[config.mk]
export PLATFORM = sky130hd
export DESIGN_NAME = bch44_syndrome
export DESIGN_NICKNAME = d
export VERILOG_FILES = /design/src/rtl/bch44_pkg.sv /design/src/rtl/bch44_syndrome.sv
export SDC_FILE = /design/constraint.sdc
export NUM_CORES = 1
export LEC_CHECK = 0
export BUFFER_PORTS_ARGS = -buffer_cell sky130_fd_sc_hd__buf_2
export CAP_MARGIN = 15
export CORE_MARGIN = 2
export CORE_UTILIZATION = 50
export DETAILED_ROUTE_END_ITERATION = 8
export MAX_ROUTING_LAYER = met4
export PLACE_DENSITY = 0.85
export SETUP_SLACK_MARGIN = 0.2
export SYNTH_ARGS = -nofsm -noshare
export SYNTH_HDL_FRONTEND = slang
export SYNTH_SLANG_ARGS = --single-unit
[constraint.sdc]
create_clock -name vclk -period 3.61
set_clock_uncertainty 0.2 [all_clocks]
set_input_delay 1.083 -clock vclk [all_inputs]
set_output_delay 1.083 -clock vclk [all_outputs]
set_load 0.02 [all_outputs]
[src/rtl/bch44_pkg.sv]
package bch44_pkg;

	localparam int CW_BITS = 44;
	localparam int SYN_BITS = 12;
	localparam int POS_BITS = 8;
	localparam int ROW_MAX = 21;
	localparam int TBL_DEPTH = 1 << SYN_BITS;
	localparam int ENTRY_BITS = 2 * POS_BITS;
	localparam logic [POS_BITS-1:0] NO_POS = 8'hFF;
	localparam logic [ENTRY_BITS-1:0] ENTRY_RESET = {NO_POS, NO_POS};

	// Command codes of an input word
	localparam logic CMD_DECODE = 1'b0;
	localparam logic CMD_WRITE = 1'b1;

	typedef enum logic [1:0] {
		STAT_CLEAN     = 2'd0,
		STAT_CORRECTED = 2'd1,
		STAT_UNCORR    = 2'd2
	} status_t;

	typedef struct packed {
		logic                cmd;
		logic [CW_BITS-1:0]  code_word;
		logic [SYN_BITS-1:0] entry_index;
		logic [POS_BITS-1:0] entry_first;
		logic [POS_BITS-1:0] entry_second;
	} in_word_t;

	typedef struct packed {
		logic [CW_BITS-1:0]  corrected_word;
		status_t             status;
		logic [SYN_BITS-1:0] syndrome_value;
	} out_word_t;

	typedef logic [POS_BITS-1:0] row_list_t [ROW_MAX];

	// Parity-check rows; unused slots hold NO_POS
	localparam row_list_t CHECK_ROWS [SYN_BITS] = '{
		'{8'd0, 8'd12, 8'd15, 8'd16, 8'd17, 8'd18, 8'd21, 8'd22, 8'd24, 8'd28, 8'd29,
		  8'd33, 8'd34, 8'd36, 8'd37, 8'd38, 8'd39, 8'd40, 8'd41, 8'd255, 8'd255},
		'{8'd1, 8'd13, 8'd16, 8'd17, 8'd18, 8'd19, 8'd22, 8'd23, 8'd25, 8'd29, 8'd30,
		  8'd34, 8'd35, 8'd37, 8'd38, 8'd39, 8'd40, 8'd41, 8'd42, 8'd255, 8'd255},
		'{8'd2, 8'd12, 8'd14, 8'd15, 8'd16, 8'd19, 8'd20, 8'd21, 8'd22, 8'd23, 8'd26,
		  8'd28, 8'd29, 8'd30, 8'd31, 8'd33, 8'd34, 8'd35, 8'd37, 8'd42, 8'd43},
		'{8'd3, 8'd13, 8'd15, 8'd16, 8'd17, 8'd20, 8'd21, 8'd22, 8'd23, 8'd24, 8'd27,
		  8'd29, 8'd30, 8'd31, 8'd32, 8'd34, 8'd35, 8'd36, 8'd38, 8'd43, 8'd255},
		'{8'd4, 8'd12, 8'd14, 8'd15, 8'd23, 8'd25, 8'd29, 8'd30, 8'd31, 8'd32, 8'd34,
		  8'd35, 8'd38, 8'd40, 8'd41, 8'd255, 8'd255, 8'd255, 8'd255, 8'd255, 8'd255},
		'{8'd5, 8'd13, 8'd15, 8'd16, 8'd24, 8'd26, 8'd30, 8'd31, 8'd32, 8'd33, 8'd35,
		  8'd36, 8'd39, 8'd41, 8'd42, 8'd255, 8'd255, 8'd255, 8'd255, 8'd255, 8'd255},
		'{8'd6, 8'd14, 8'd16, 8'd17, 8'd25, 8'd27, 8'd31, 8'd32, 8'd33, 8'd34, 8'd36,
		  8'd37, 8'd40, 8'd42, 8'd43, 8'd255, 8'd255, 8'd255, 8'd255, 8'd255, 8'd255},
		'{8'd7, 8'd12, 8'd16, 8'd21, 8'd22, 8'd24, 8'd26, 8'd29, 8'd32, 8'd35, 8'd36,
		  8'd39, 8'd40, 8'd43, 8'd255, 8'd255, 8'd255, 8'd255, 8'd255, 8'd255, 8'd255},
		'{8'd8, 8'd12, 8'd13, 8'd15, 8'd16, 8'd18, 8'd21, 8'd23, 8'd24, 8'd25, 8'd27,
		  8'd28, 8'd29, 8'd30, 8'd34, 8'd38, 8'd39, 8'd255, 8'd255, 8'd255, 8'd255},
		'{8'd9, 8'd12, 8'd13, 8'd14, 8'd15, 8'd18, 8'd19, 8'd21, 8'd25, 8'd26, 8'd30,
		  8'd31, 8'd33, 8'd34, 8'd35, 8'd36, 8'd37, 8'd38, 8'd41, 8'd255, 8'd255},
		'{8'd10, 8'd13, 8'd14, 8'd15, 8'd16, 8'd19, 8'd20, 8'd22, 8'd26, 8'd27, 8'd31,
		  8'd32, 8'd34, 8'd35, 8'd36, 8'd37, 8'd38, 8'd39, 8'd42, 8'd255, 8'd255},
		'{8'd11, 8'd14, 8'd15, 8'd16, 8'd17, 8'd20, 8'd21, 8'd23, 8'd27, 8'd28, 8'd32,
		  8'd33, 8'd35, 8'd36, 8'd37, 8'd38, 8'd39, 8'd40, 8'd43, 8'd255, 8'd255}
	};

	// Build the bit mask of one parity-check row from its position list
	function automatic logic [CW_BITS-1:0] row_mask(input int r);
		logic [CW_BITS-1:0] m;
		m = '0;
		for (int k = 0; k < ROW_MAX; k++) begin
			if (int'(CHECK_ROWS[r][k]) < CW_BITS) begin
				m[CHECK_ROWS[r][k][5:0]] = 1'b1;
			end
		end
		return m;
	endfunction

endpackage

[src/rtl/bch44_syndrome.sv]
module bch44_syndrome (
	input  logic [bch44_pkg::CW_BITS-1:0]  word,
	output logic [bch44_pkg::SYN_BITS-1:0] syndrome
);
	import bch44_pkg::*;

	// Reduce each parity-check row to one syndrome bit
	for (genvar r = 0; r < SYN_BITS; r++) begin : g_row
		localparam logic [CW_BITS-1:0] Mask = row_mask(r);
		assign syndrome[r] = ^(word & Mask);
	end

endmodule
==> results of run 1 <==
-- through the flow --
stage	setup slack [ps]	std cells
after floorplan	44.7	105
after global placement	-129	213
after detailed placement	-204	213
-- logic make-up after synthesis --
kind of cell              count (synthesis)  share of synthesized area [%]
buffers and inverters                     3                           1.25
xor gates and xnor gates                102                           98.8
-- synth_stat cells, drive strengths merged --
library cell,count,area [um^2]
xor2,13,129
xnor3,16,362
xnor2,73,699
buf,3,15.0
==> reports/metrics.yaml, run 1 <==
status: "stopped before the end"
stop_stage: "clock tree synthesis (4_1_cts)"
first-error: "[ERROR DPL-0038] Utilization greater than 100%, impossible to legalize"
placed_cell_area_mm2: 0.00192
rows: 17
ioPinCount: 56
synth.distinct_cells: 7
dpl.hpwl_mm: 3.11
gp_congestion: 0.779
ctsHoldBuffers: 0
ys_seq_area_share_pct: 0
die_w_um: 53.1
start_util_pct: 53.4
syn_area_mm2: 0.00120
synth_cells: 105
syn_area_per_cell_um2: 11.5
die_h_um: 53.1
syn_nets: 149
yosys_warnings: 0
cts_resized: 66
post_cts_buffers: 4
portBuffers: 56
==> run 2, diff against run 1 <==
Settings changed: CORE_AREA set to 2 2 63 65, CORE_MARGIN 2 to not set, CORE_UTILIZATION 50 to not set, DIE_AREA set to 0 0 65 67, MAX_ROUTING_LAYER met4 to not set, PLACE_DENSITY 0.85 to not set, PLACE_DENSITY_LB_ADDON set to 0.15, SETUP_SLACK_MARGIN 0.2 to not set.
==> run 2 against run 1 <==
Compared with the run above: the flow now finishes, with violations (setup timing); synthesized area stayed put; synthesized cell count unchanged.
==> reports/metrics.yaml, run 2 <==
cap_violations: 0
ir_drop_uv: 282
seq_cell_count: 0
cpPeakStageDelay_ps: 470
antenna_cells: 0
synth_cells: 105  # unchanged
gp_congestion: 0.860  # was 0.779
wire_per_inst_um: 15.0
required_ps: 2330
syn_area_mm2: 0.00120  # unchanged
finalSetupViolations: 10
drt_iter0_markers: 18
power.total_mw: 1.22
hold_viol: 0
drt-total-wl_mm: 3.85
ys_top_cells_by_area: "xnor2_1 47%, xnor3_1 28%, xnor2_2 11%, xor2_1 8.0%, xor2_2 2.7%"  # unchanged
final_core_util_pct: 78.1
max_freq_ghz: 0.269
critPathArrivalTime_ps: 2440
grt_usage_pct: 17.1
drc: 0
dp_cells: 250  # was 213
timing.critical_path.buf_inv: 2
detail-route-antenna-nets: 0
grt_pass1_wl_mm: 5.56
finalCritPeriodShare_pct: 103
crit_fanout: 2
power_leakage_nw: 1.36
final_cells: 257
finalNetCount: 255
ys_seq_area_share_pct: 0  # unchanged
crit_path_cell_trace: "buf_6, xnor2_4, xnor3_1, xnor2_1, xnor2_2, buf_4"
worst_pin_slew_ps: 369
drive_gt1_share_pct: 82.8
n_clock_buffer: 0
syn_area_per_cell_um2: 11.5  # unchanged
die_area_mm2: 0.00436
ff_latch_area_um2: 0
grt_max_degree: 5
netlist_top_cells_count: "65 x xnor2_1, 15 x xnor3_1, 11 x xor2_1"  # unchanged
vias: 1101
die_h_um: 67  # was 53.1 um
layout_commonest_cell: "buf_4"
grt_antenna_before_repair: 0
power_density_mw_per_mm2: 435
ioPinCount: 56  # unchanged
status: "complete, but fails checks"  # was stopped before the end
synth.most_common_cell: "xnor2_1"  # unchanged
final_cell_mix: "50 x buf_4, 35 x xnor2_2, 28 x buf_6"
die_w_um: 65  # was 53.1 um
rows: 22  # was 17
placed_cell_area_mm2: 0.00190  # was 0.00192 mm^2
drv_slew: 0
end_kind: "output port"
routed_via_density: 4.28
hold_path.class: "input port to output port"
crit_slowest_cell: "xnor3_1"
core-area_mm2: 0.00361
dpl.hpwl_mm: 2.86  # was 3.11 mm
fin_tns_setup_ps: -490
synth.distinct_cells: 7  # unchanged
whs_ps: 2510
start_util_pct: 33.4  # was 53.4%
synth.largest_area_cell: "xnor2_1"  # unchanged
startpoint_type: "input port"
fin_crit_ps: 3720
fin_ws_ps: -109
dr.pass1.iters: 2
portBuffers: 56  # unchanged
yosys_warnings: 0  # unchanged
grt_pass1_vias: 1153
syn_nets: 149  # unchanged
pre_cts_ws_ps: -171  # was -204 ps
grt_overflow: 0
synth_top_area_share_pct: 47.2  # unchanged
slew_headroom_pct: 75.3
violations: "setup timing"
rsz0062_at_grt: "true"
fin_area_mm2: 0.00282
crit_family: "XOR/XNOR gates"
path_class: "input port to output port"
syn_to_final_growth_pct: 134
[run 2: cell counts after synthesis]
Identical to the previous run, type by type.
[run 2: what timing repair did]
action,CTS,global route
hold buffers,0,0
buffers inserted,5,5
pin swaps,30,36
gates resized for setup,81,68
endpoints found under the setup margin,12,12
[run 2: cells by family (layout without fill, tap and decap cells)]
| family | after synthesis | after routing | synth area share [%] |
|---|---|---|---|
| XOR/XNOR | 102 | 102 | 98.8 |
| buffers and inverters | 3 | 107 | 1.25 |
[run 2: cell type report]
type	count	area [um^2]
timing repair buffer	107	906
tap	48	60.1
multi-input combinational	102	1850
fill	197	791
[run 2: per-layer routing]
| metal | vias to the layer above | track usage [%] | part of all wire [%] |
|---|---|---|---|
| met5 | - | 0 | 0 |
| met4 | 0 | 0 | 2.0 |
| met3 | 7 | 0 | 3.6 |
| met2 | 34 | 35.8 | 56 |
| met1 | 520 | 20.4 | 39 |
| li1 | 540 | - | - |
[run 2: worst min-delay path, stage by stage]
cell	delay [ps]
buf_2	90
xnor2_1	80
xnor2_1	160
xnor2_1	60
buf_4	150
[run 2: worst paths after layout]
| check | start | to | cells past startpoint |
|---|---|---|---|
| setup / recovery | word[30] | syndrome[2] | 6 |
| hold / removal | word[7] | syndrome[7] | 5 |
[run 2: power breakdown]
part	switching (mW)	leakage [nW]	internal (mW)
logic	0.530	1.36	0.695
registers	0	0	0
clock network	0	0	0
total	0.530	1.36	0.695
No activity file was read; power rests on OpenSTA's default activity.
==> run 3, diff against run 2 <==
Settings changed: GPL_TIMING_DRIVEN set to 0.
==> run 3 against run 2 <==
Compared with the run above: the flow still finishes with violations (setup timing); highest routed layer is now met3; via count fell by 18%; power down 17%; first-iteration DRC count shrank 61%; largest cell class unchanged; worst hold slack got worse by 12 ps; critical path depth is 1 lower.
==> reports/metrics.yaml, run 3 (same netlist as run 2, synthesis figures left out) <==
status: "complete, but fails checks"  # unchanged
violations: "setup timing"  # unchanged
ctsHoldBuffers: 0  # unchanged
rows: 22  # unchanged
start_util_pct: 33.4  # unchanged
die_h_um: 67  # unchanged
crit_fanout: 2  # unchanged
drc: 0  # unchanged
path_class: "input port to output port"  # unchanged
ioPinCount: 56  # unchanged
hold_path.class: "input port to output port"  # unchanged
grt_util_met3_pct: 0.676  # was 0%
power_density_mw_per_mm2: 471  # was 435 mW/mm^2
fin_ws_ps: -78.9  # was -109 ps
die_area_mm2: 0.00436  # unchanged
gr-max-usage-layer: "met2"  # unchanged
final_core_util_pct: 59.9  # was 78.1%
layout_commonest_cell: "xnor2_1"  # was buf_4
drv_slew: 0  # unchanged
grt_usage_pct: 13.3  # was 17.1%
power_leakage_nw: 1.01  # was 1.36 nW
startpoint_type: "input port"  # unchanged
grt_overflow: 0  # unchanged
end_kind: "output port"  # unchanged
antenna_cells: 0  # unchanged
drive_gt1_share_pct: 65.9  # was 82.8%
crit_family: "XOR/XNOR gates"  # unchanged
grt_antenna_before_repair: 0  # unchanged
die_w_um: 65  # unchanged
drt-total-wl_mm: 2.98  # was 3.85 mm
crit_slowest_cell: "xnor3_1"  # unchanged
hold_end: "syndrome[7]"  # unchanged
gp_congestion: 0.812  # was 0.860
finalCritPeriodShare_pct: 102  # was 103%
required_ps: 2330  # about the same
worst_pin_slew_ps: 308  # was 369 ps
crit_path_cell_trace: "buf_6, xnor3_1, xor2_2, xnor3_1, buf_6"  # was buf_6, xnor2_4, xnor3_1, xnor2_1, xnor2_2, buf_4
final_cells: 218  # was 257
core-area_mm2: 0.00361  # unchanged
drt_iter0_markers: 7  # was 18
final_cell_mix: "39 x xnor2_1, 27 x buf_2, 24 x xnor2_2"  # was 50 x buf_4, 35 x xnor2_2, 28 x buf_6
dp_cells: 206  # was 250
rsz0062_at_grt: "true"  # unchanged
hold_viol: 0  # unchanged
fin_tns_setup_ps: -344  # was -490 ps
max_freq_ghz: 0.271  # was 0.269 GHz
grt_pass1_wl_mm: 4.43  # was 5.56 mm
ff_latch_area_um2: 0  # unchanged
wire_per_inst_um: 13.7  # was 15.0 um
vias: 902  # was 1101
grt_max_degree: 5  # unchanged
timing.critical_path.buf_inv: 2  # unchanged
fin_crit_ps: 3690  # was 3720 ps
cap_violations: 0  # unchanged
hold_path_depth: 5  # unchanged
grt_pass1_vias: 959  # was 1153
cpPeakStageDelay_ps: 460  # was 470 ps
portBuffers: 53  # was 56
use_met2_pct: 26.7  # was 35.8%
syn_to_final_growth_pct: 79.2  # was 134%
dr.pass1.iters: 4  # was 2
finalSetupViolations: 6  # was 10
slew_headroom_pct: 79.4  # was 75.3%
n_clock_buffer: 0  # unchanged
finalNetCount: 216  # was 255
min_from: "word[7]"  # unchanged
use_met1_pct: 16.5  # was 20.4%
seq_cell_count: 0  # unchanged
routed_via_density: 4.14  # was 4.28
detail-route-antenna-nets: 0  # unchanged
ir_drop_uv: 225  # was 282 uV
critPathArrivalTime_ps: 2410  # was 2440 ps
whs_ps: 2500  # was 2510 ps
dpl.hpwl_mm: 2.51  # was 2.86 mm
## run 3: changes by cell type in the layout (fill, tap and decap cells not counted), sizes merged
cell,before,now
buf,107,66
clkbuf,0,2
## run 3: area by class of cell
cell class         instances  area [um^2]
plain buffers              3         33.8
multi-input cells        102         1560
well taps                 48         60.1
repair buffers            65          510
fillers                  298         1450
## run 3: worst max-delay path by stage
stage                        start      endpoint  slack (ps)  cells after the start
after floorplan           word[38]   syndrome[0]         -70                      5
after global placement    word[15]   syndrome[2]        -220                      6
after detailed placement  word[15]   syndrome[2]        -230                      6
after CTS                 word[17]   syndrome[3]        -170                      6
after global routing      word[34]   syndrome[2]        -130                      6
final                     word[20]  syndrome[11]         -80                      5
## run 3: power by group
part | internal [mW] | leakage, nW | switching [mW]
registers | 0 | 0 | 0
clock network | 0 | 0 | 0
logic | 0.557 | 1.01 | 0.460
total | 0.557 | 1.01 | 0.460
## run 3: through the flow
stage	power [mW]	setup slack, ps	cell area (um^2)
final	1.02	-78.9	2160
after global routing	1.07	-134	2160
after CTS	0.934	-175	1870
after detailed placement	0.817	-234	1570
after global placement	0.811	-220	1570
after floorplan	0.618	-65.5	1240
## run 3: layer usage
metal	vias up	part of all wire, %
li1	456	-
met2	27	57
met3	0	4.3
met1	419	39
met4	0	0
met5	-	0
## run 3: timing repair
action / CTS / global route
gates resized for setup: 40 / 54
pin swaps: 19 / 27
hold endpoints to repair: 0 / 0
setup endpoints to repair: 10 / 12
buffers inserted: 6 / 6
